===== src/sv/afe_pkg.sv =====
// ----------------------------------------------------------------------------
// API frame encoder package
// Shared types and constants for the frame encoder front, queue and back.
// ----------------------------------------------------------------------------
`default_nettype none

package afe_pkg;

  localparam logic [7:0]  DELIM_BYTE  = 8'h7E;
  localparam logic [7:0]  CSUM_BASE   = 8'hFF;
  localparam logic [15:0] MAX_PAYLOAD = 16'd65533;
  localparam int          QUEUE_DEPTH = 4;

  typedef struct packed {
    logic [7:0]  data_byte;
    logic [15:0] payload_length;
    logic [7:0]  frame_type;
  } in_t;

  typedef struct packed {
    logic [7:0] out_byte;
    logic       frame_end;
  } out_t;

  // One classified input word, ready for serialization.
  typedef struct packed {
    logic        first;
    logic        last;
    logic [7:0]  data;
    logic [15:0] flen;
    logic [7:0]  ftype;
    logic [7:0]  id;
    logic [7:0]  csum;
  } cmd_t;

endpackage

`default_nettype wire


===== src/sv/afe_fifo.sv =====
// ----------------------------------------------------------------------------
// API frame encoder command queue
// Small register queue between the classifying front and the serializer.
// ----------------------------------------------------------------------------
`default_nettype none

module afe_fifo #(
  parameter int WIDTH = 8,
  parameter int DEPTH = afe_pkg::QUEUE_DEPTH
) (
  input  wire logic             clk,
  input  wire logic             rst_n,
  input  wire logic             push,
  input  wire logic [WIDTH-1:0] wdata,
  output logic                  full,
  input  wire logic             pop,
  output logic [WIDTH-1:0]      rdata,
  output logic                  valid
);

  localparam int AW = (DEPTH > 1) ? $clog2(DEPTH) : 1;
  localparam int CW = $clog2(DEPTH + 1);

  logic [WIDTH-1:0] mem_r [DEPTH];
  logic [AW-1:0]    wr_ptr_r, wr_ptr_nxt;
  logic [AW-1:0]    rd_ptr_r, rd_ptr_nxt;
  logic [CW-1:0]    count_r, count_nxt;
  logic             do_push, do_pop;

  assign full    = (count_r == CW'(DEPTH));
  assign valid   = (count_r != '0);
  assign rdata   = mem_r[rd_ptr_r];
  assign do_push = push && !full;
  assign do_pop  = pop && valid;

  always_comb begin
    wr_ptr_nxt = wr_ptr_r;
    rd_ptr_nxt = rd_ptr_r;
    count_nxt  = count_r;
    if (do_push) begin
      wr_ptr_nxt = (wr_ptr_r == AW'(DEPTH - 1)) ? '0 : wr_ptr_r + AW'(1);
    end
    if (do_pop) begin
      rd_ptr_nxt = (rd_ptr_r == AW'(DEPTH - 1)) ? '0 : rd_ptr_r + AW'(1);
    end
    if (do_push && !do_pop) begin
      count_nxt = count_r + CW'(1);
    end else if (do_pop && !do_push) begin
      count_nxt = count_r - CW'(1);
    end
  end

  always_ff @(posedge clk) begin
    if (!rst_n) begin
      wr_ptr_r <= '0;
      rd_ptr_r <= '0;
      count_r  <= '0;
    end else begin
      wr_ptr_r <= wr_ptr_nxt;
      rd_ptr_r <= rd_ptr_nxt;
      count_r  <= count_nxt;
    end
  end

  always_ff @(posedge clk) begin
    if (do_push) begin
      mem_r[wr_ptr_r] <= wdata;
    end
  end

endmodule

`default_nettype wire


===== src/sv/afe_front.sv =====
// ----------------------------------------------------------------------------
// API frame encoder front
// Accepts payload bytes, tracks frame state and builds one command per byte.
// ----------------------------------------------------------------------------
`default_nettype none

module afe_front (
  input  wire logic          clk,
  input  wire logic          rst_n,
  input  wire logic          in_push,
  input  wire afe_pkg::in_t  in_data,
  input  wire logic          q_full,
  output logic               q_push,
  output afe_pkg::cmd_t      q_cmd
);

  logic [7:0]  frame_counter_r, frame_counter_nxt;
  logic [15:0] bytes_remaining_r, bytes_remaining_nxt;
  logic [7:0]  running_sum_r, running_sum_nxt;

  logic        open_frame;
  logic [15:0] plen;
  logic [15:0] rem_base;
  logic [7:0]  sum_base;
  logic [7:0]  sum_new;

  assign q_push     = in_push && !q_full;
  assign open_frame = (bytes_remaining_r != '0);

  always_comb begin
    plen = in_data.payload_length;
    if (plen == '0) begin
      plen = 16'd1;
    end else if (plen > afe_pkg::MAX_PAYLOAD) begin
      plen = afe_pkg::MAX_PAYLOAD;
    end

    rem_base = open_frame ? bytes_remaining_r : plen;
    sum_base = open_frame ? running_sum_r : in_data.frame_type + frame_counter_r;
    sum_new  = sum_base + in_data.data_byte;

    q_cmd.first = !open_frame;
    q_cmd.last  = (rem_base == 16'd1);
    q_cmd.data  = in_data.data_byte;
    q_cmd.flen  = plen + 16'd2;
    q_cmd.ftype = in_data.frame_type;
    q_cmd.id    = frame_counter_r;
    q_cmd.csum  = afe_pkg::CSUM_BASE - sum_new;

    frame_counter_nxt   = frame_counter_r;
    bytes_remaining_nxt = bytes_remaining_r;
    running_sum_nxt     = running_sum_r;
    if (q_push) begin
      if (!open_frame) begin
        // The id skips zero when it wraps.
        frame_counter_nxt = (frame_counter_r == 8'hFF) ? 8'd1 : frame_counter_r + 8'd1;
      end
      bytes_remaining_nxt = rem_base - 16'd1;
      running_sum_nxt     = q_cmd.last ? 8'd0 : sum_new;
    end
  end

  always_ff @(posedge clk) begin
    if (!rst_n) begin
      frame_counter_r   <= 8'd1;
      bytes_remaining_r <= '0;
      running_sum_r     <= '0;
    end else begin
      frame_counter_r   <= frame_counter_nxt;
      bytes_remaining_r <= bytes_remaining_nxt;
      running_sum_r     <= running_sum_nxt;
    end
  end

endmodule

`default_nettype wire


===== src/sv/afe_back.sv =====
// ----------------------------------------------------------------------------
// API frame encoder back
// Expands each queued command into its frame bytes into an output register.
// ----------------------------------------------------------------------------
`default_nettype none

module afe_back (
  input  wire logic           clk,
  input  wire logic           rst_n,
  input  wire logic           q_valid,
  input  wire afe_pkg::cmd_t  q_cmd,
  output logic                q_pop,
  output logic                out_empty,
  input  wire logic           out_pop,
  output afe_pkg::out_t       out_data
);

  localparam logic [2:0] ST_HEAD = 3'd0;
  localparam logic [2:0] ST_LENH = 3'd1;
  localparam logic [2:0] ST_LENL = 3'd2;
  localparam logic [2:0] ST_TYPE = 3'd3;
  localparam logic [2:0] ST_ID   = 3'd4;
  localparam logic [2:0] ST_DATA = 3'd5;
  localparam logic [2:0] ST_CSUM = 3'd6;

  logic [2:0]    step_r, step_nxt;
  logic          out_valid_r, out_valid_nxt;
  afe_pkg::out_t out_r;
  afe_pkg::out_t emit;
  logic          load, fire;

  assign load      = !out_valid_r || out_pop;
  assign fire      = load && q_valid;
  assign out_empty = !out_valid_r;
  assign out_data  = out_r;

  always_comb begin
    emit.out_byte  = q_cmd.data;
    emit.frame_end = 1'b0;
    step_nxt       = step_r;
    q_pop          = 1'b0;
    unique case (step_r)
      ST_HEAD: begin
        if (q_cmd.first) begin
          emit.out_byte = afe_pkg::DELIM_BYTE;
          step_nxt      = ST_LENH;
        end else if (q_cmd.last) begin
          step_nxt = ST_CSUM;
        end else begin
          q_pop = fire;
        end
      end
      ST_LENH: begin
        emit.out_byte = q_cmd.flen[15:8];
        step_nxt      = ST_LENL;
      end
      ST_LENL: begin
        emit.out_byte = q_cmd.flen[7:0];
        step_nxt      = ST_TYPE;
      end
      ST_TYPE: begin
        emit.out_byte = q_cmd.ftype;
        step_nxt      = ST_ID;
      end
      ST_ID: begin
        emit.out_byte = q_cmd.id;
        step_nxt      = ST_DATA;
      end
      ST_DATA: begin
        if (q_cmd.last) begin
          step_nxt = ST_CSUM;
        end else begin
          step_nxt = ST_HEAD;
          q_pop    = fire;
        end
      end
      ST_CSUM: begin
        emit.out_byte  = q_cmd.csum;
        emit.frame_end = 1'b1;
        step_nxt       = ST_HEAD;
        q_pop          = fire;
      end
      default: begin
        step_nxt = ST_HEAD;
      end
    endcase
    if (!fire) begin
      step_nxt = step_r;
    end
    out_valid_nxt = fire || (out_valid_r && !out_pop);
  end

  always_ff @(posedge clk) begin
    if (!rst_n) begin
      step_r      <= ST_HEAD;
      out_valid_r <= 1'b0;
    end else begin
      step_r      <= step_nxt;
      out_valid_r <= out_valid_nxt;
    end
  end

  always_ff @(posedge clk) begin
    if (fire) begin
      out_r <= emit;
    end
  end

`ifndef SYNTHESIS
  a_pop_needs_head: assert property (@(posedge clk) disable iff (!rst_n)
    q_pop |-> q_valid && load)
    else $error("command popped without a head or a free output register");

  a_mid_command_head: assert property (@(posedge clk) disable iff (!rst_n)
    step_r != ST_HEAD |-> q_valid)
    else $error("serializer is inside a command but the queue is empty");

  a_end_returns_head: assert property (@(posedge clk) disable iff (!rst_n)
    fire && emit.frame_end |=> step_r == ST_HEAD)
    else $error("checksum word did not return the serializer to the head");

  a_end_pops: assert property (@(posedge clk) disable iff (!rst_n)
    fire && emit.frame_end |-> q_pop)
    else $error("checksum word did not retire its command");
`endif

endmodule

`default_nettype wire


===== src/sv/api_frame_encoder.sv =====
// A pushed word is registered in the command queue and then in the output register.
// A middle payload word gives its data byte; a frame's first word gives the delimiter,
// length high and low, type, id, data and, in a one-byte frame, the checksum; the last
// word gives data then checksum. One byte leaves per cycle while the output can load.
// Reset (synchronous, rst_n low) empties the queue and output register, closes any frame
// and sets the next frame id to 1.
// ----------------------------------------------------------------------------
// API frame encoder
// Wraps runs of payload bytes into API transmit frames with length, id and checksum.
// ----------------------------------------------------------------------------
`default_nettype none

module api_frame_encoder #(
  parameter int QUEUE_DEPTH = afe_pkg::QUEUE_DEPTH
) (
  input  wire logic          clk,
  input  wire logic          rst_n,
  input  wire logic          in_push,
  output logic               in_full,
  input  wire afe_pkg::in_t  in_data,
  output logic               out_empty,
  input  wire logic          out_pop,
  output afe_pkg::out_t      out_data
);

  logic          q_push, q_pop, q_valid;
  afe_pkg::cmd_t q_wcmd;
  logic [$bits(afe_pkg::cmd_t)-1:0] q_rdata;

  afe_front u_front (
    .clk     (clk),
    .rst_n   (rst_n),
    .in_push (in_push),
    .in_data (in_data),
    .q_full  (in_full),
    .q_push  (q_push),
    .q_cmd   (q_wcmd)
  );

  afe_fifo #(
    .WIDTH ($bits(afe_pkg::cmd_t)),
    .DEPTH (QUEUE_DEPTH)
  ) u_fifo (
    .clk   (clk),
    .rst_n (rst_n),
    .push  (q_push),
    .wdata (q_wcmd),
    .full  (in_full),
    .pop   (q_pop),
    .rdata (q_rdata),
    .valid (q_valid)
  );

  afe_back u_back (
    .clk       (clk),
    .rst_n     (rst_n),
    .q_valid   (q_valid),
    .q_cmd     (afe_pkg::cmd_t'(q_rdata)),
    .q_pop     (q_pop),
    .out_empty (out_empty),
    .out_pop   (out_pop),
    .out_data  (out_data)
  );

endmodule

`default_nettype wire

===== config.mk =====
export PLATFORM = sky130hd
export DESIGN_NAME = api_frame_encoder
export DESIGN_NICKNAME = d
export VERILOG_FILES = /design/src/sv/afe_pkg.sv /design/src/sv/afe_fifo.sv /design/src/sv/afe_front.sv /design/src/sv/afe_back.sv /design/src/sv/api_frame_encoder.sv
export SDC_FILE = /design/constraint.sdc
export NUM_CORES = 1
export LEC_CHECK = 0
export ABC_CLOCK_PERIOD_IN_PS = 4200
export BUFFER_PORTS_ARGS = -buffer_cell sky130_fd_sc_hd__buf_2
export CAP_MARGIN = 20
export CORE_MARGIN = 1
export CORE_UTILIZATION = 32
export DETAILED_ROUTE_END_ITERATION = 6
export PLACE_DENSITY = 0.47
export SLEW_MARGIN = 25
export SYNTH_ARGS = -nofsm -noshare
export SYNTH_HDL_FRONTEND = slang
export SYNTH_HIERARCHICAL = 1
export SYNTH_SLANG_ARGS = --single-unit

===== constraint.sdc =====
create_clock -name clk -period 4.2 [get_ports clk]
set_input_delay 0.84 -clock clk [delete_from_list [all_inputs] [get_ports clk]]
set_output_delay 0.84 -clock clk [all_outputs]
set_load 0.01 [all_outputs]

==> Word-level counts from Yosys, hierarchy flattened <==
Memories as Yosys holds them, arrays and structs flattened. A register that Yosys moved wholly into a read port is not among the register bits.
Cells that the tools add are included.
{ "word_totals": {"regBits": 52, "mem_bits_rw": 200, "inputBits": 36, "out_inout_bits": 11, "wordCells": 81, "mem_count": 1} }
{ "classes": {"addsub": 10, "order_cmp": 1, "eq_ne": 12, "mux": 24, "bitwise_logic": 1, "n_reduce_logical": 22} }
{ "memory_table": {"columns": ["memory", "words", "word_bits", "read_ports", "rd_ports_with_merged_regs", "write_ports", "line_no", "source"], "rows": [
  ["u_fifo.mem_r", 4, 50, 1, 1, 1, "afe_fifo.sv:24", "logic [WIDTH-1:0] mem_r [DEPTH];"]
]} }
{ "ops": {"columns": ["cell", "n"], "rows": [
  ["$mux W16", 3],
  ["$pmux W8 S6", 1],
  ["$mux W8", 4],
  ["$pmux W3 S6", 1],
  ["$add A16 B2 Y16 const B", 1],
  ["$add A8 B8 Y8", 2],
  ["$eq A16 B1 Y1 const B", 1],
  ["$gt A16 B16 Y1 const B", 1],
  ["$logic_not A16 Y1", 1],
  ["$reduce_bool A16 Y1", 1],
  ["$sub A16 B1 Y16 const B", 1],
  ["$mux W3", 5],
  ["$eq A3 B3 Y1 const B", 4],
  ["$add A8 B1 Y8 const B", 1],
  ["$eq A8 B8 Y1 const B", 1],
  ["$mux W2", 4],
  ["$sub A8 B8 Y8 const A", 1],
  ["$logic_and A1 B1 Y1", 7],
  ["$eq A3 B2 Y1 const B", 2],
  ["$logic_not A1 Y1", 6],
  ["$mux W1", 5],
  ["$add A2 B1 Y2 const B", 2],
  ["$eq A2 B2 Y1 const B", 2],
  ["$reduce_and A2 Y1", 2],
  ["other kinds (10)", 11]
]} }

==> Logic depth before layout (Yosys ltp) <==
Gate-level depths: netlist (run 1).
{ "depth": {"depth_word": 10, "mapped_depth": 18, "ltp_nobuf": 17} }

==> Hierarchy <==
Netlist (run 1), hierarchy kept.
{ "modules_own_cells": {"columns": ["module", "instances", "cells_each", "area_each_um2"], "rows": [
  ["afe_fifo", 1, 313, 7753.7],
  ["afe_front", 1, 400, 2950.3],
  ["afe_back", 1, 116, 1009.7]
]} }

==> Worst setup path before layout (run 1) <==
Ideal clock, no wire load.
{ "synth_timing": {"kind": "reg-to-reg", "start": "register u_front.bytes_remaining_r[7]", "end": "register u_front.running_sum_r[6]", "setup_ps": 115, "arrival_ps": 3535, "path_slack_ps": 550, "path_stages_with_launch": 19, "path_buffers": 1, "synth_period_minus_slack_ps": 3650, "path_cell_list": "dfxtp_1 -> or4_1 -> nor3_2 -> nand2_1 -> clkinv_1 -> buf_1 -> nand2_1 -> nand2_1 -> ha_1 -> inv_1 -> fa_1 -> nor2b_1 -> o21ai_0 -> nand2b_1 -> a21o_1 -> a21oi_1 -> xor2_1 -> o31ai_1 -> and2_1"} }
{ "synth_between": {"elab_chain_cells": 4, "elab_cells_between_ends": 6, "classes_between": "add/sub (1); eq/ne (1); mux (3); reduce/logical (1)"} }
{ "synth_lines": {"columns": ["item", "line_no", "source"], "rows": [
  ["start, declared", "afe_front.sv:18", "logic [15:0] bytes_remaining_r, bytes_remaining_nxt;"],
  ["start signal, assigned", "afe_front.sv:70", "bytes_remaining_r <= bytes_remaining_nxt;"],
  ["$reduce_bool A16 Y1", "afe_front.sv:28", "assign open_frame = (bytes_remaining_r != '0);"],
  ["$mux W8 / $mux W16 (equally long branches)", "afe_front.sv:39, afe_front.sv:38", null],
  ["$add A8 B8 Y8 / $eq A16 B1 Y1 (equally long branches)", "afe_front.sv:40, afe_front.sv:43", null],
  ["$mux W8 (*)", "afe_front.sv:59", "running_sum_nxt = q_cmd.last ? 8'd0 : sum_new;"],
  ["end signal, assigned", "afe_front.sv:71", "running_sum_r <= running_sum_nxt;"],
  ["end, declared", "afe_front.sv:19", "logic [7:0] running_sum_r, running_sum_nxt;"]
]} }
Every way passes the cells marked *; elsewhere a longest branch is shown, timed or not.
A chain may end at the register's enable or synchronous reset.

==> Worst setup path after layout (run 1) <==
Ends and elaborated chain as after synthesis.

==> run_results.csv, run 1 <==
group,metric,value,unit
logic_synthesis,yosys_register_bits,254,
cts,tritoncts_clock_tree,"done",
sta,finalCritPeriodShare,86.1,%
die,number_of_top_level_pins,47,
worst_setup_path,reg2regPathDepth,19,
cts,insertion_delay,0.54,ns
worst_setup_path,worst-setup-path-type,"register to register",
global_route,gr-total-overflow,0,
worst_setup_path,worst_ep_required_time,4.69,ns
pwr,p_sw,3.68,mW
sta,final.setup.worst_slack,0.586,ns
global_route,track_usage,14.9,%
placement,dp_hpwl,18.5,mm
logic_synthesis,netlist_instances,829,
pwr,ir_drop,335,uV
detailed_routing,final_antenna_violating_net_count,0,
hold_path,hold_path_startpoint,"u_front/running_sum_r[7]",
die,placement_rows,69,
pwr,power_frac_seq,35.7,%
sta,clock.fmax,277,MHz
layout,drive_gt1_share,21.7,%
sta,max-slew-margin-rel,44.8,%
pwr,power.density,786,nW/um2
worst_setup_path,worst_r2r_startpoint,"u_front/bytes_remaining_r[7]",
worst_setup_path,worst-path-max-fanout,16,
placement,detailedPlace.worstSlack,0.252,ns
logic_synthesis,prevailing_post_synth_register_cell,"edfxtp_1",
cts,post_cts_resized,0,
layout,layout.filler_cells,3387,
global_route,grt_start_max_net_pins,51,
detailed_routing,post-route-drc-count,0,
cts,post_cts.repair.setup_buffers,0,
sta,final.min_clock_period,3.61,ns
sta,rsz_0062_raised_after_global_routing,"no",
detailed_routing,initialDrtViolationCount,530,
pwr,internal_power,6.82,mW
placement,gpl.final_weighted_congestion,0.795,
detailed_routing,routed_wirelength,27.6,mm
pwr,power.static_leakage,4.58,nW
die,die_width,193,um
cts,ctsHtreeMaxLevel,1,
worst_setup_path,worst_setup_path_end_kind,"register",
worst_setup_path,critPathCapture,"u_front/running_sum_r[6]",
worst_setup_path,setup.worst_path.start_class,"register",
cts,tritoncts.num_buffers,28,
sta,max_slew.worst_pin.slew,0.827,ns
cts,cts.sinks,254,
sta,finalHoldWorstSlack,0.489,ns
pwr,p_sw_share,35.1,%
cts,clk_pin_slew_worst_paths,0.06,ns
pwr,power.combinational.fraction,39.2,%
worst_setup_path,timing.rr.end,"u_front/running_sum_r[6]",
die,initial_core_util,32.7,%
logic_synthesis,avgSynthCellArea,14.1,um2
sta,slew_viol_final,0,
detailed_routing,vias,6902,
worst_setup_path,timing.critical_path.arrival,4.10,ns
logic_synthesis,ys_seq_area_share,61.3,%
logic_synthesis,synthesis.nets,892,
cts,cts_hold_buf,0,
layout,synthToLayoutAreaGrowth,14.1,%
layout,multi_input_comb_area,4060,um2
global_route,number_of_global_route_vias_before_repair,6894,
layout,n_antenna_cell,0,
detailed_routing,wl_per_cell,20.3,um
die,dieHeight,193,um
cts,clock_buffer_depth,3,
die,core_ar,35800,um2
sta,hold_viol,0,
logic_synthesis,synth_edf_count,209,
global_route,grt_antenna_before_repair,1,
detailed_routing,1st_pass_router_iterations,7,
pwr,p_total,10.5,mW
sta,final.setup_skew,0.0141,ns
layout,ff_latch_area,7180,um2
cts,ctsRootBufferMaster,"clkbuf_16",
sta,setup_tns,0,ns
logic_synthesis,synthDistinctLibCells,70,
logic_synthesis,ys_async_sr_fraction,0,%
die,dieArea,37400,um2
layout,postLayoutCoreUtil,37.3,%
worst_setup_path,cp-startpoint,"u_front/bytes_remaining_r[7]",
detailed_routing,avgViaCountPerCell,5.09,
logic_synthesis,post_synth_instance_area,11700,um2
flow_run,timing.max_cap.violations,0,
sta,report.final.setup_viol,0,
logic_synthesis,synth.yosys.warnings,6,
layout,design.final.nets,937,
run_status,status,"completed",
hold_path,timing.hold.worst.class,"register to register",
placement,port_buffers,46,
worst_setup_path,regToRegSetupSlack,0.59,ns
pwr,clock_network_fraction_of_design_power,25.1,%
global_route,grt_first_pass_wirelength,42.5,mm
[stage by stage]
stage | instance area [um2] | instances
2_1_floorplan | 11700 | 829
3_3_place_gp | 12400 | 1305
3_5_place_dp | 12400 | 1305
4_1_cts | 13400 | 1357
5_1_grt | 13400 | 1357
6_report | 13400 | 1357
[layout by cell type, fill, tap and decap left out, types with 4 or more instances in the layout]
cell | netlist | layout
nand3_1 | 20 | 20
mux4_2 | 51 | 51
nand4_1 | 9 | 9
inv_1 | 23 | 23
clkbuf_16 | 0 | 29
a22o_1 | 5 | 5
xnor2_1 | 19 | 19
a31oi_1 | 9 | 9
nor3_1 | 14 | 14
and3_1 | 10 | 10
or3_1 | 11 | 11
nor4_1 | 8 | 8
buf_2 | 14 | 46
o21ai_0 | 39 | 39
or2_2 | 4 | 4
mux2i_1 | 16 | 16
clkinv_1 | 1 | 5
a21o_1 | 6 | 6
xor2_1 | 15 | 15
nor2_1 | 43 | 43
nor2b_1 | 14 | 14
buf_4 | 16 | 23
and2_2 | 0 | 4
nand2_1 | 60 | 60
dfxtp_1 | 45 | 43
edfxtp_1 | 209 | 209
bufinv_16 | 0 | 6
ha_1 | 24 | 24
nand2b_1 | 6 | 6
a22oi_1 | 5 | 5
clkinv_2 | 0 | 5
a211oi_1 | 4 | 4
a21oi_1 | 26 | 26
and2_1 | 16 | 12
a21boi_0 | 7 | 7
[cell type report]
class / count / area share [%]
inverters: 25 / 0.702
clock buffers: 31 / 5.49
repair buffers: 71 / 3.31
flip-flops and latches: 254 / 53.8
clock inverters: 21 / 2.01
well taps: 461 / 4.32
multi-input cells: 494 / 30.4
[synthesized netlist by cell type (all sizes together) (15+ instances only)]
cell / instances / area share, %
buf: 39 / 2.7
xor2: 15 / 1.1
nand3: 20 / 0.85
edfxtp: 209 / 54
o21ai: 40 / 1.7
clkbuf: 17 / 0.54
nor2: 44 / 1.4
inv: 24 / 0.77
nand2: 60 / 1.9
mux4: 51 / 9.8
mux2i: 16 / 1.4
nor3: 15 / 0.68
a21oi: 26 / 1.1
xnor2: 19 / 1.4
ha: 24 / 2.6
and2: 16 / 0.85
dfxtp: 45 / 7.7
[cells by family (layout without fill, tap and decap cells)]
logic type / after synthesis / in the layout / share of synthesized area, %
AO/OA/AOI/OAI: 133 / 133 / 7.47
XOR/XNOR: 34 / 34 / 2.54
adder cells (fa/ha/maj): 27 / 27 / 3.08
buffers and inverters: 81 / 148 / 4.08
flip-flops: 254 / 254 / 61.3
multiplexers: 70 / 70 / 11.5
AND/OR/NAND/NOR: 230 / 230 / 10.1
[critical path, cell delays in order (launching register included)]
cell and delay [ns]:
dfxtp_1 0.35, or4_1 0.66, nor3_2 0.22, nand2_1 0.13, buf_4 0.22, clkinv_1 0.09
nand2_1 0.06, nand2_1 0.06, ha_1 0.16, inv_1 0.06, fa_1 0.40, nor2b_1 0.12
o21ai_0 0.08, nand2b_1 0.12, a21o_1 0.13, a21oi_1 0.07, xor2_1 0.14, buf_4 0.16
o31ai_1 0.18, and2_1 0.14
[registers in the layout, summed over array words and instances (netlist names), named ones only]
signal                     flops
u_back/out_data                9
u_back/out_valid_r             1
u_back/step_r                  3
u_fifo/count_r                 3
u_fifo/mem_r                 200
u_fifo/rd_ptr_r                2
u_fifo/wr_ptr_r                2
u_front/bytes_remaining_r     16
u_front/frame_counter_r        8
u_front/running_sum_r          8
[power groups by stage]
| stage | Combinational [mW] | Clock (mW) | Sequential [mW] |
|---|---|---|---|
| 2_1_floorplan | 2.84 | 0 | 3.78 |
| 3_3_place_gp | 4.12 | 0 | 3.81 |
| 3_5_place_dp | 4.13 | 0 | 3.81 |
| 4_1_cts | 4.15 | 2.70 | 3.76 |
| 5_1_grt | 4.57 | 2.79 | 3.81 |
| 6_report | 4.12 | 2.63 | 3.75 |
[how the worst min path moves through the flow]
stage                          endpoint  slack [ns]  depth (start not counted)
5_1_grt        u_front/running_sum_r[7]        0.51                          2
2_1_floorplan  u_front/running_sum_r[7]        0.44                          2
3_5_place_dp   u_front/running_sum_r[7]        0.48                          2
6_report       u_front/running_sum_r[7]        0.49                          2
4_1_cts        u_front/running_sum_r[7]        0.49                          2
3_3_place_gp   u_front/running_sum_r[7]        0.47                          2
[routing by layer]
layer	GRT usage [%]	vias up	routed length, um
met5	0	-	0
li1	-	3268	-
met3	2.18	31	1240
met2	23.5	148	12700
met4	3.17	0	413
met1	21.6	3455	13200
Power figures use the tool's default switching activity.
==> run 2: changes to the inputs <==
Settings changed: ABC_AREA set to 1, ABC_CLOCK_PERIOD_IN_PS 4200 to 3400.
Clock period 4.2 ns to 3.4 ns, I/O delays scaled along.
==> run 2 against run 1 <==
Clock power is 16% higher. Power up 9.3%. Global-route usage is 1.8 points higher. Sequential share of layout area decreased by 1.9 points. Routed wire length grew 14%. Area after synthesis increased by 3.9%. Combinational power is 2% lower. Critical endpoint is now u_front/running_sum_r[7]. Largest cell class unchanged.
==> run_results.csv, run 2 <==
group,metric,value,unit
detailed_routing,final_antenna_violating_net_count,0,
cts,post_cts_resized,0,
global_route,grt_first_pass_wirelength,48.5,mm
pwr,power.density,828,nW/um2
sta,final.setup_skew,0.0210,ns
worst_setup_path,reg2regPathDepth,21,
sta,finalCritPeriodShare,89.2,%
worst_setup_path,cp-startpoint,"u_front/frame_counter_r[2]",
detailed_routing,post-route-drc-count,0,
die,initial_core_util,32.4,%
placement,area_after_detailed_placement,12900,um2
worst_setup_path,timing.critical_path.arrival,3.54,ns
cts,ctsRootBufferMaster,"clkbuf_16",
die,dieHeight,197,um
logic_synthesis,avgSynthCellArea,10.1,um2
logic_synthesis,ys_seq_area_share,59.0,%
cts,ctsHtreeMaxLevel,1,
logic_synthesis,yosys_register_bits,254,
cts,clock_buffer_depth,3,
logic_synthesis,synth.yosys.warnings,6,
logic_synthesis,yosysTopAreaCell,"edfxtp_1",
logic_synthesis,synthesis.nets,1262,
worst_setup_path,critPathCapture,"u_front/running_sum_r[7]",
cts,tritoncts.num_buffers,29,
sta,slew_viol_final,0,
global_route,grt_start_max_net_pins,87,
global_route,track_usage,16.7,%
sta,report.final.setup_viol,0,
worst_setup_path,worst_ep_required_time,3.91,ns
logic_synthesis,synth.most_common_cell,"edfxtp_1",
die,core_ar,37600,um2
detailed_routing,1st_pass_router_iterations,5,
die,dieArea,38800,um2
detailed_routing,routed_wirelength,31.6,mm
logic_synthesis,prevailing_post_synth_register_cell,"edfxtp_1",
layout,final_cell_area,13900,um2
worst_setup_path,worst_r2r_startpoint,"u_front/frame_counter_r[2]",
layout,synthToLayoutAreaGrowth,13.9,%
layout,regMostFlops,"u_fifo/mem_r",
logic_synthesis,ys_async_sr_fraction,0,%
worst_setup_path,worst-path-max-fanout,5,
logic_synthesis,synth_edf_count,209,
layout,postLayoutCoreUtil,36.9,%
cts,tritoncts_clock_tree,"done",
layout,design.final.nets,1320,
layout,drive_gt1_share,14.8,%
global_route,grt_antenna_before_repair,0,
sta,max_slew.worst_pin.slew,0.943,ns
logic_synthesis,synth_top_cells_by_area,"edfxtp_1 52%, dfxtp_1 7.4%, nand2_1 6.0%, nor2_1 5.8%, inv_1 3.1%",
cts,cts_hold_buf,0,
global_route,gr-total-overflow,0,
sta,clock.fmax,330,MHz
sta,hold_viol,0,
worst_setup_path,worst_setup_path_end_kind,"register",
detailed_routing,avgViaCountPerCell,4.77,
global_route,number_of_global_route_vias_before_repair,8171,
logic_synthesis,netlist_instances,1199,
hold_path,hold_path_startpoint,"in_data[0]",
cts,insertion_delay,0.58,ns
cts,post_cts.repair.setup_buffers,0,
pwr,ir_drop,410,uV
cts,cts.sinks,254,
cts,clk_pin_slew_worst_paths,0.06,ns
detailed_routing,vias,8539,
die,number_of_top_level_pins,47,
worst_setup_path,worst-setup-path-type,"register to register",
layout,mostFrequentLayoutCells,"209 x edfxtp_1, 193 x nand2_1, 183 x nor2_1",
worst_setup_path,setup.worst_path.start_class,"register",
layout,n_antenna_cell,0,
die,placement_rows,71,
logic_synthesis,leading_cell_types_by_count_after_synthesis,"209 x edfxtp_1, 193 x nand2_1, 187 x nor2_1",
flow_run,timing.max_cap.violations,0,
placement,port_buffers,46,
placement,dp_hpwl,20.8,mm
logic_synthesis,synthDistinctLibCells,49,
placement,gpl.final_weighted_congestion,0.897,
logic_synthesis,post_synth_top_area_share,51.6,%
run_status,status,"completed",
detailed_routing,wl_per_cell,17.6,um
sta,final.min_clock_period,3.03,ns
layout,layout.cells.most_common,"edfxtp_1",
layout,max_reg_flops,200,
hold_path,timing.hold.worst.class,"input pin to register",
sta,rsz_0062_raised_after_global_routing,"no",
worst_setup_path,regToRegSetupSlack,0.37,ns
detailed_routing,initialDrtViolationCount,498,
logic_synthesis,post_synth_instance_area,12200,um2
pwr,power.static_leakage,5.42,nW
die,die_width,197,um
worst_setup_path,timing.rr.end,"u_front/running_sum_r[7]",
sta,max-slew-margin-rel,37.1,%
## run 2: cell types whose count changed after synthesis, moves of 15 or more
cell     delta
nor2_1    +144
nand2_1   +133
inv_1      +78
o21ai_1    +64
mux4_2     -51
o22ai_1    +49
nand3_1    +24
o21ai_0    +24
mux2i_1    -16
and2_1     -15
## run 2: worst min-delay path by stage
stage,depth (start not counted),end,slack (ns)
final,1,u_fifo/mem_r[0][16],0.34
after global routing,1,u_fifo/mem_r[0][16],0.32
after CTS,1,u_fifo/mem_r[0][16],0.31
after detailed placement,2,u_front/running_sum_r[0],0.46
after global placement,2,u_front/running_sum_r[3],0.45
after floorplan,2,u_front/running_sum_r[5],0.44
## run 2: metal layers
layer / vias up / wire length, um / global-route usage, % / part of all wire [%]
li1: 4223 / - / - / -
met1: 4091 / 14900 / 22.9 / 47
met2: 184 / 14300 / 27.3 / 45
met3: 41 / 1630 / 2.62 / 5.2
met4: 0 / 733 / 4.28 / 2.3
met5: - / 0 / 0 / 0
## run 2: critical path, stage by stage, from the launching register on
cell,delay [ns]
dfxtp_2,0.33
ha_1,0.31
nand3_1,0.08
nand3_1,0.09
and2_1,0.15
or2_2,0.27
a21oi_1,0.17
or2_2,0.13
nand3_1,0.05
o21ai_0,0.08
inv_1,0.06
ha_1,0.29
nand2_1,0.11
a21oi_1,0.05
nor2_1,0.14
nand2_1,0.07
nand2_1,0.06
nand2_1,0.06
nand3_1,0.08
nand2_1,0.10
nand3b_1,0.17
a21oi_1,0.12
## run 2: stage by stage
stage	setup TNS (ns)	power [mW]	hold slack (ns)	setup slack (ns)	std cells
floorplan	-106.61	7.31	0.442	-0.533	1199
global placement	-0.317	8.52	0.455	-0.126	1737
detailed placement	-0.372	8.53	0.459	-0.136	1737
CTS	0	11.6	0.314	0.337	1791
global route	0	12.2	0.320	0.0259	1791
finish	0	11.5	0.339	0.367	1791
## run 2: final cells by class
type                    instances  area, um2
fillers                      3743      23700
flip-flops and latches        254       7180
multi-input cells             776       4080
clock buffers                  39        823
well taps                     511        639
repair buffers                 85        573
inverters                     111        439
clock inverters                15        126
## run 2: cell families after synthesis
group           synth area share [%]
simple gates                    18.1
compound gates                  10.3
buf+inv                         7.79
fa+ha+maj                       2.96
flops                           59.0
xor+xnor                        1.87
## run 2: where the power goes
group | internal [mW] | leakage [nW] | switching [mW] | total [mW]
Combinational | 1.28 | 2.65 | 2.76 | 4.04
Clock | 1.78 | 0.473 | 1.28 | 3.06
Sequential | 4.14 | 2.30 | 0.239 | 4.38
Total | 7.21 | 5.42 | 4.28 | 11.5
==> run 3: changes to the inputs <==
Settings changed: GPL_TIMING_DRIVEN set to 0.
==> run 3 against run 2 <==
Maximum frequency down 7.4%. Largest power group is now combinational cells. Global-route usage up 0.99 points. Critical path type unchanged. Hold slack better by 0.053 ns.
==> run_results.csv, run 3 (same netlist as run 2, synthesis figures left out) <==
group,metric,value,unit
global_route,track_usage,17.6,%
cts,tritoncts_clock_tree,"done",
worst_setup_path,regToRegSetupSlack,0.12,ns
worst_setup_path,worst-setup-path-type,"register to register",
pwr,internal_power,7.49,mW
layout,layout.cells.most_common,"edfxtp_1",
cts,cts.sinks,254,
worst_setup_path,crit_path_top_delay_cell,"dfxtp_4",
sta,final.setup_skew,0.0219,ns
layout,n_antenna_cell,0,
detailed_routing,post-route-drc-count,0,
run_status,status,"completed",
cts,tritoncts.num_buffers,28,
detailed_routing,final_antenna_violating_net_count,0,
detailed_routing,wl_per_cell,18.7,um
die,initial_core_util,32.4,%
worst_setup_path,timing.critical_path.slowest_cell_delay,0.36,ns
cts,cts_hold_buf,0,
cts,clock_buffer_depth,3,
die,placement_rows,71,
layout,regMostFlops,"u_fifo/mem_r",
worst_setup_path,timing.rr.end,"u_front/running_sum_r[7]",
sta,setup_tns,0,ns
worst_setup_path,ordered_cell_list_for_the_critical_path,"ha_1, nand3_1, nand3_1, and2_4, or2_2, a21oi_2, or2_2, nand3_1, o21ai_0, inv_1, ha_4, nand2_1, nor3_2, nand2_1, nand2_1, nand2_1, nand2_1, inv_1, nand2_1, nand2_2, nand3b_1, a21oi_1",
pwr,power.density,829,nW/um2
sta,max_slew.worst_pin.slew,0.847,ns
flow_run,timing.max_cap.violations,0,
pwr,p_sw_share,37.2,%
pwr,power.static_leakage,5.65,nW
sta,hold_viol,0,
detailed_routing,1st_pass_router_iterations,5,
worst_setup_path,reg2regPathDepth,22,
global_route,number_of_global_route_vias_before_repair,8460,
detailed_routing,vias,8667,
global_route,grt_start_max_net_pins,21,
worst_setup_path,worst_ep_required_time,3.87,ns
layout,drive_gt1_share,17.3,%
global_route,gr-total-overflow,0,
layout,design.final.nets,1354,
layout,synthToLayoutAreaGrowth,18.3,%
sta,max-slew-margin-rel,43.3,%
sta,clock.fmax,305,MHz
pwr,p_sw,4.44,mW
layout,mostFrequentLayoutCells,"209 x edfxtp_1, 191 x nand2_1, 182 x nor2_1",
global_route,grt_antenna_before_repair,0,
worst_setup_path,worst-path-max-fanout,5,
sta,finalCritPeriodShare,96.3,%
worst_setup_path,cp_common_cell,"nand2_1",
cts,ctsHtreeMaxLevel,1,
sta,slew_viol_final,0,
hold_path,timing.hold.worst.class,"input pin to register",
detailed_routing,routed_wirelength,34.1,mm
sta,report.final.setup_viol,0,
cts,clk_pin_slew_worst_paths,0.07,ns
pwr,ir_drop,400,uV
detailed_routing,avgViaCountPerCell,4.75,
detailed_routing,initialDrtViolationCount,449,
worst_setup_path,setup.worst_path.start_class,"register",
pwr,clock_network_fraction_of_design_power,25.8,%
hold_path,min_path_cells,4,
placement,detailedPlace.worstSlack,-0.504,ns
die,number_of_top_level_pins,47,
placement,port_buffers,46,
cts,insertion_delay,0.56,ns
die,dieHeight,197,um
sta,final.min_clock_period,3.28,ns
layout,max_reg_flops,200,
worst_setup_path,worst_r2r_startpoint,"u_front/frame_counter_r[1]",
placement,gpl.final_weighted_congestion,0.839,
sta,rsz_0062_raised_after_global_routing,"yes",
worst_setup_path,worst_setup_path_end_kind,"register",
layout,layout.cells.non_filler,1824,
cts,ctsRootBufferMaster,"clkbuf_16",
sta,final.setup.worst_slack,0.125,ns
placement,dp_hpwl,24.2,mm
hold_path,hold_path_startpoint,"out_pop",
die,core_ar,37600,um2
die,die_width,197,um
global_route,grt_first_pass_wirelength,50.9,mm
worst_setup_path,timing.critical_path.arrival,3.75,ns
placement,place_inst,1766,
die,dieArea,38800,um2
hold_path,holdPathEnd,"u_back/out_valid_r",
pwr,power.combinational.fraction,37.9,%
pwr,power_frac_seq,36.3,%
[run 3: cell count changes in the layout (fill, tap and decap cells not counted), sizes merged]
cell          change
clkbuf            -2
clkinv            +5
inv               -3
dlymetal6s2s      +1
clkinvlp          +2
bufinv            +3
buf              +27
[run 3: power groups by stage]
| stage | Combinational, mW | Sequential (mW) | Clock [mW] |
|---|---|---|---|
| 2_1_floorplan | 2.91 | 4.41 | 0 |
| 3_3_place_gp | 4.31 | 4.46 | 0 |
| 3_5_place_dp | 4.49 | 4.40 | 0 |
| 4_1_cts | 4.51 | 4.34 | 3.14 |
| 5_1_grt | 5.00 | 4.38 | 3.26 |
| 6_report | 4.52 | 4.33 | 3.08 |
[run 3: how the worst max path moves through the flow]
stage	start	to	depth (start not counted)
2_1_floorplan	in_push	u_fifo/mem_r[0][0]	5
6_report	u_front/frame_counter_r[1]	u_front/running_sum_r[7]	22
3_3_place_gp	in_push	u_fifo/mem_r[3][45]	6
4_1_cts	u_front/bytes_remaining_r[10]	u_fifo/mem_r[2][6]	14
5_1_grt	u_front/frame_counter_r[0]	u_front/running_sum_r[7]	21
3_5_place_dp	in_data[2]	u_front/running_sum_r[7]	23
[run 3: final cells by class]
type | instances | area, um2
clock buffer | 30 | 708
buffer | 58 | 510
fill | 3744 | 23200
inverter | 111 | 439
sequential | 254 | 7190
multi-input combinational | 776 | 4140
timing repair buffer | 62 | 536
tap | 511 | 639
clock inverter | 22 | 224
[run 3: stage by stage]
step / power (mW) / util, % / area, um2 / hold WS [ns]
global route: 12.6 / 38.3 / 14400 / 0.417
detailed placement: 8.90 / 35.5 / 13300 / 0.455
finish: 11.9 / 38.3 / 14400 / 0.392
floorplan: 7.31 / - / 12200 / 0.442
CTS: 12.0 / 38.0 / 14300 / 0.358
global placement: 8.76 / 34.7 / 13000 / 0.452
[run 3: worst max-delay path, delay by kind of cell, from the launching register on]
| family | cells | cell delay [ns] |
|---|---|---|
| AO/OA/AOI/OAI | 3 | 0.40 |
| flip-flops | 1 | 0.36 |
| buffers and inverters | 2 | 0.15 |
| AND/OR/NAND/NOR | 15 | 1.73 |
| adder cells (fa/ha/maj) | 2 | 0.55 |
[run 3: timing repair]
| action | CTS | global route |
|---|---|---|
| pin swaps | 1 | 6 |
| buffers inserted | 0 | 6 |
| gates resized for setup | 8 | 17 |
| setup endpoints to repair | 10 | 13 |
[run 3: per-layer routing]
| metal | global-route usage [%] | share of wire, % |
|---|---|---|
| met4 | 4.11 | 2.2 |
| met1 | 24.0 | 46 |
| met3 | 2.52 | 4.2 |
| met5 | 0 | 0 |
| met2 | 29.7 | 47 |
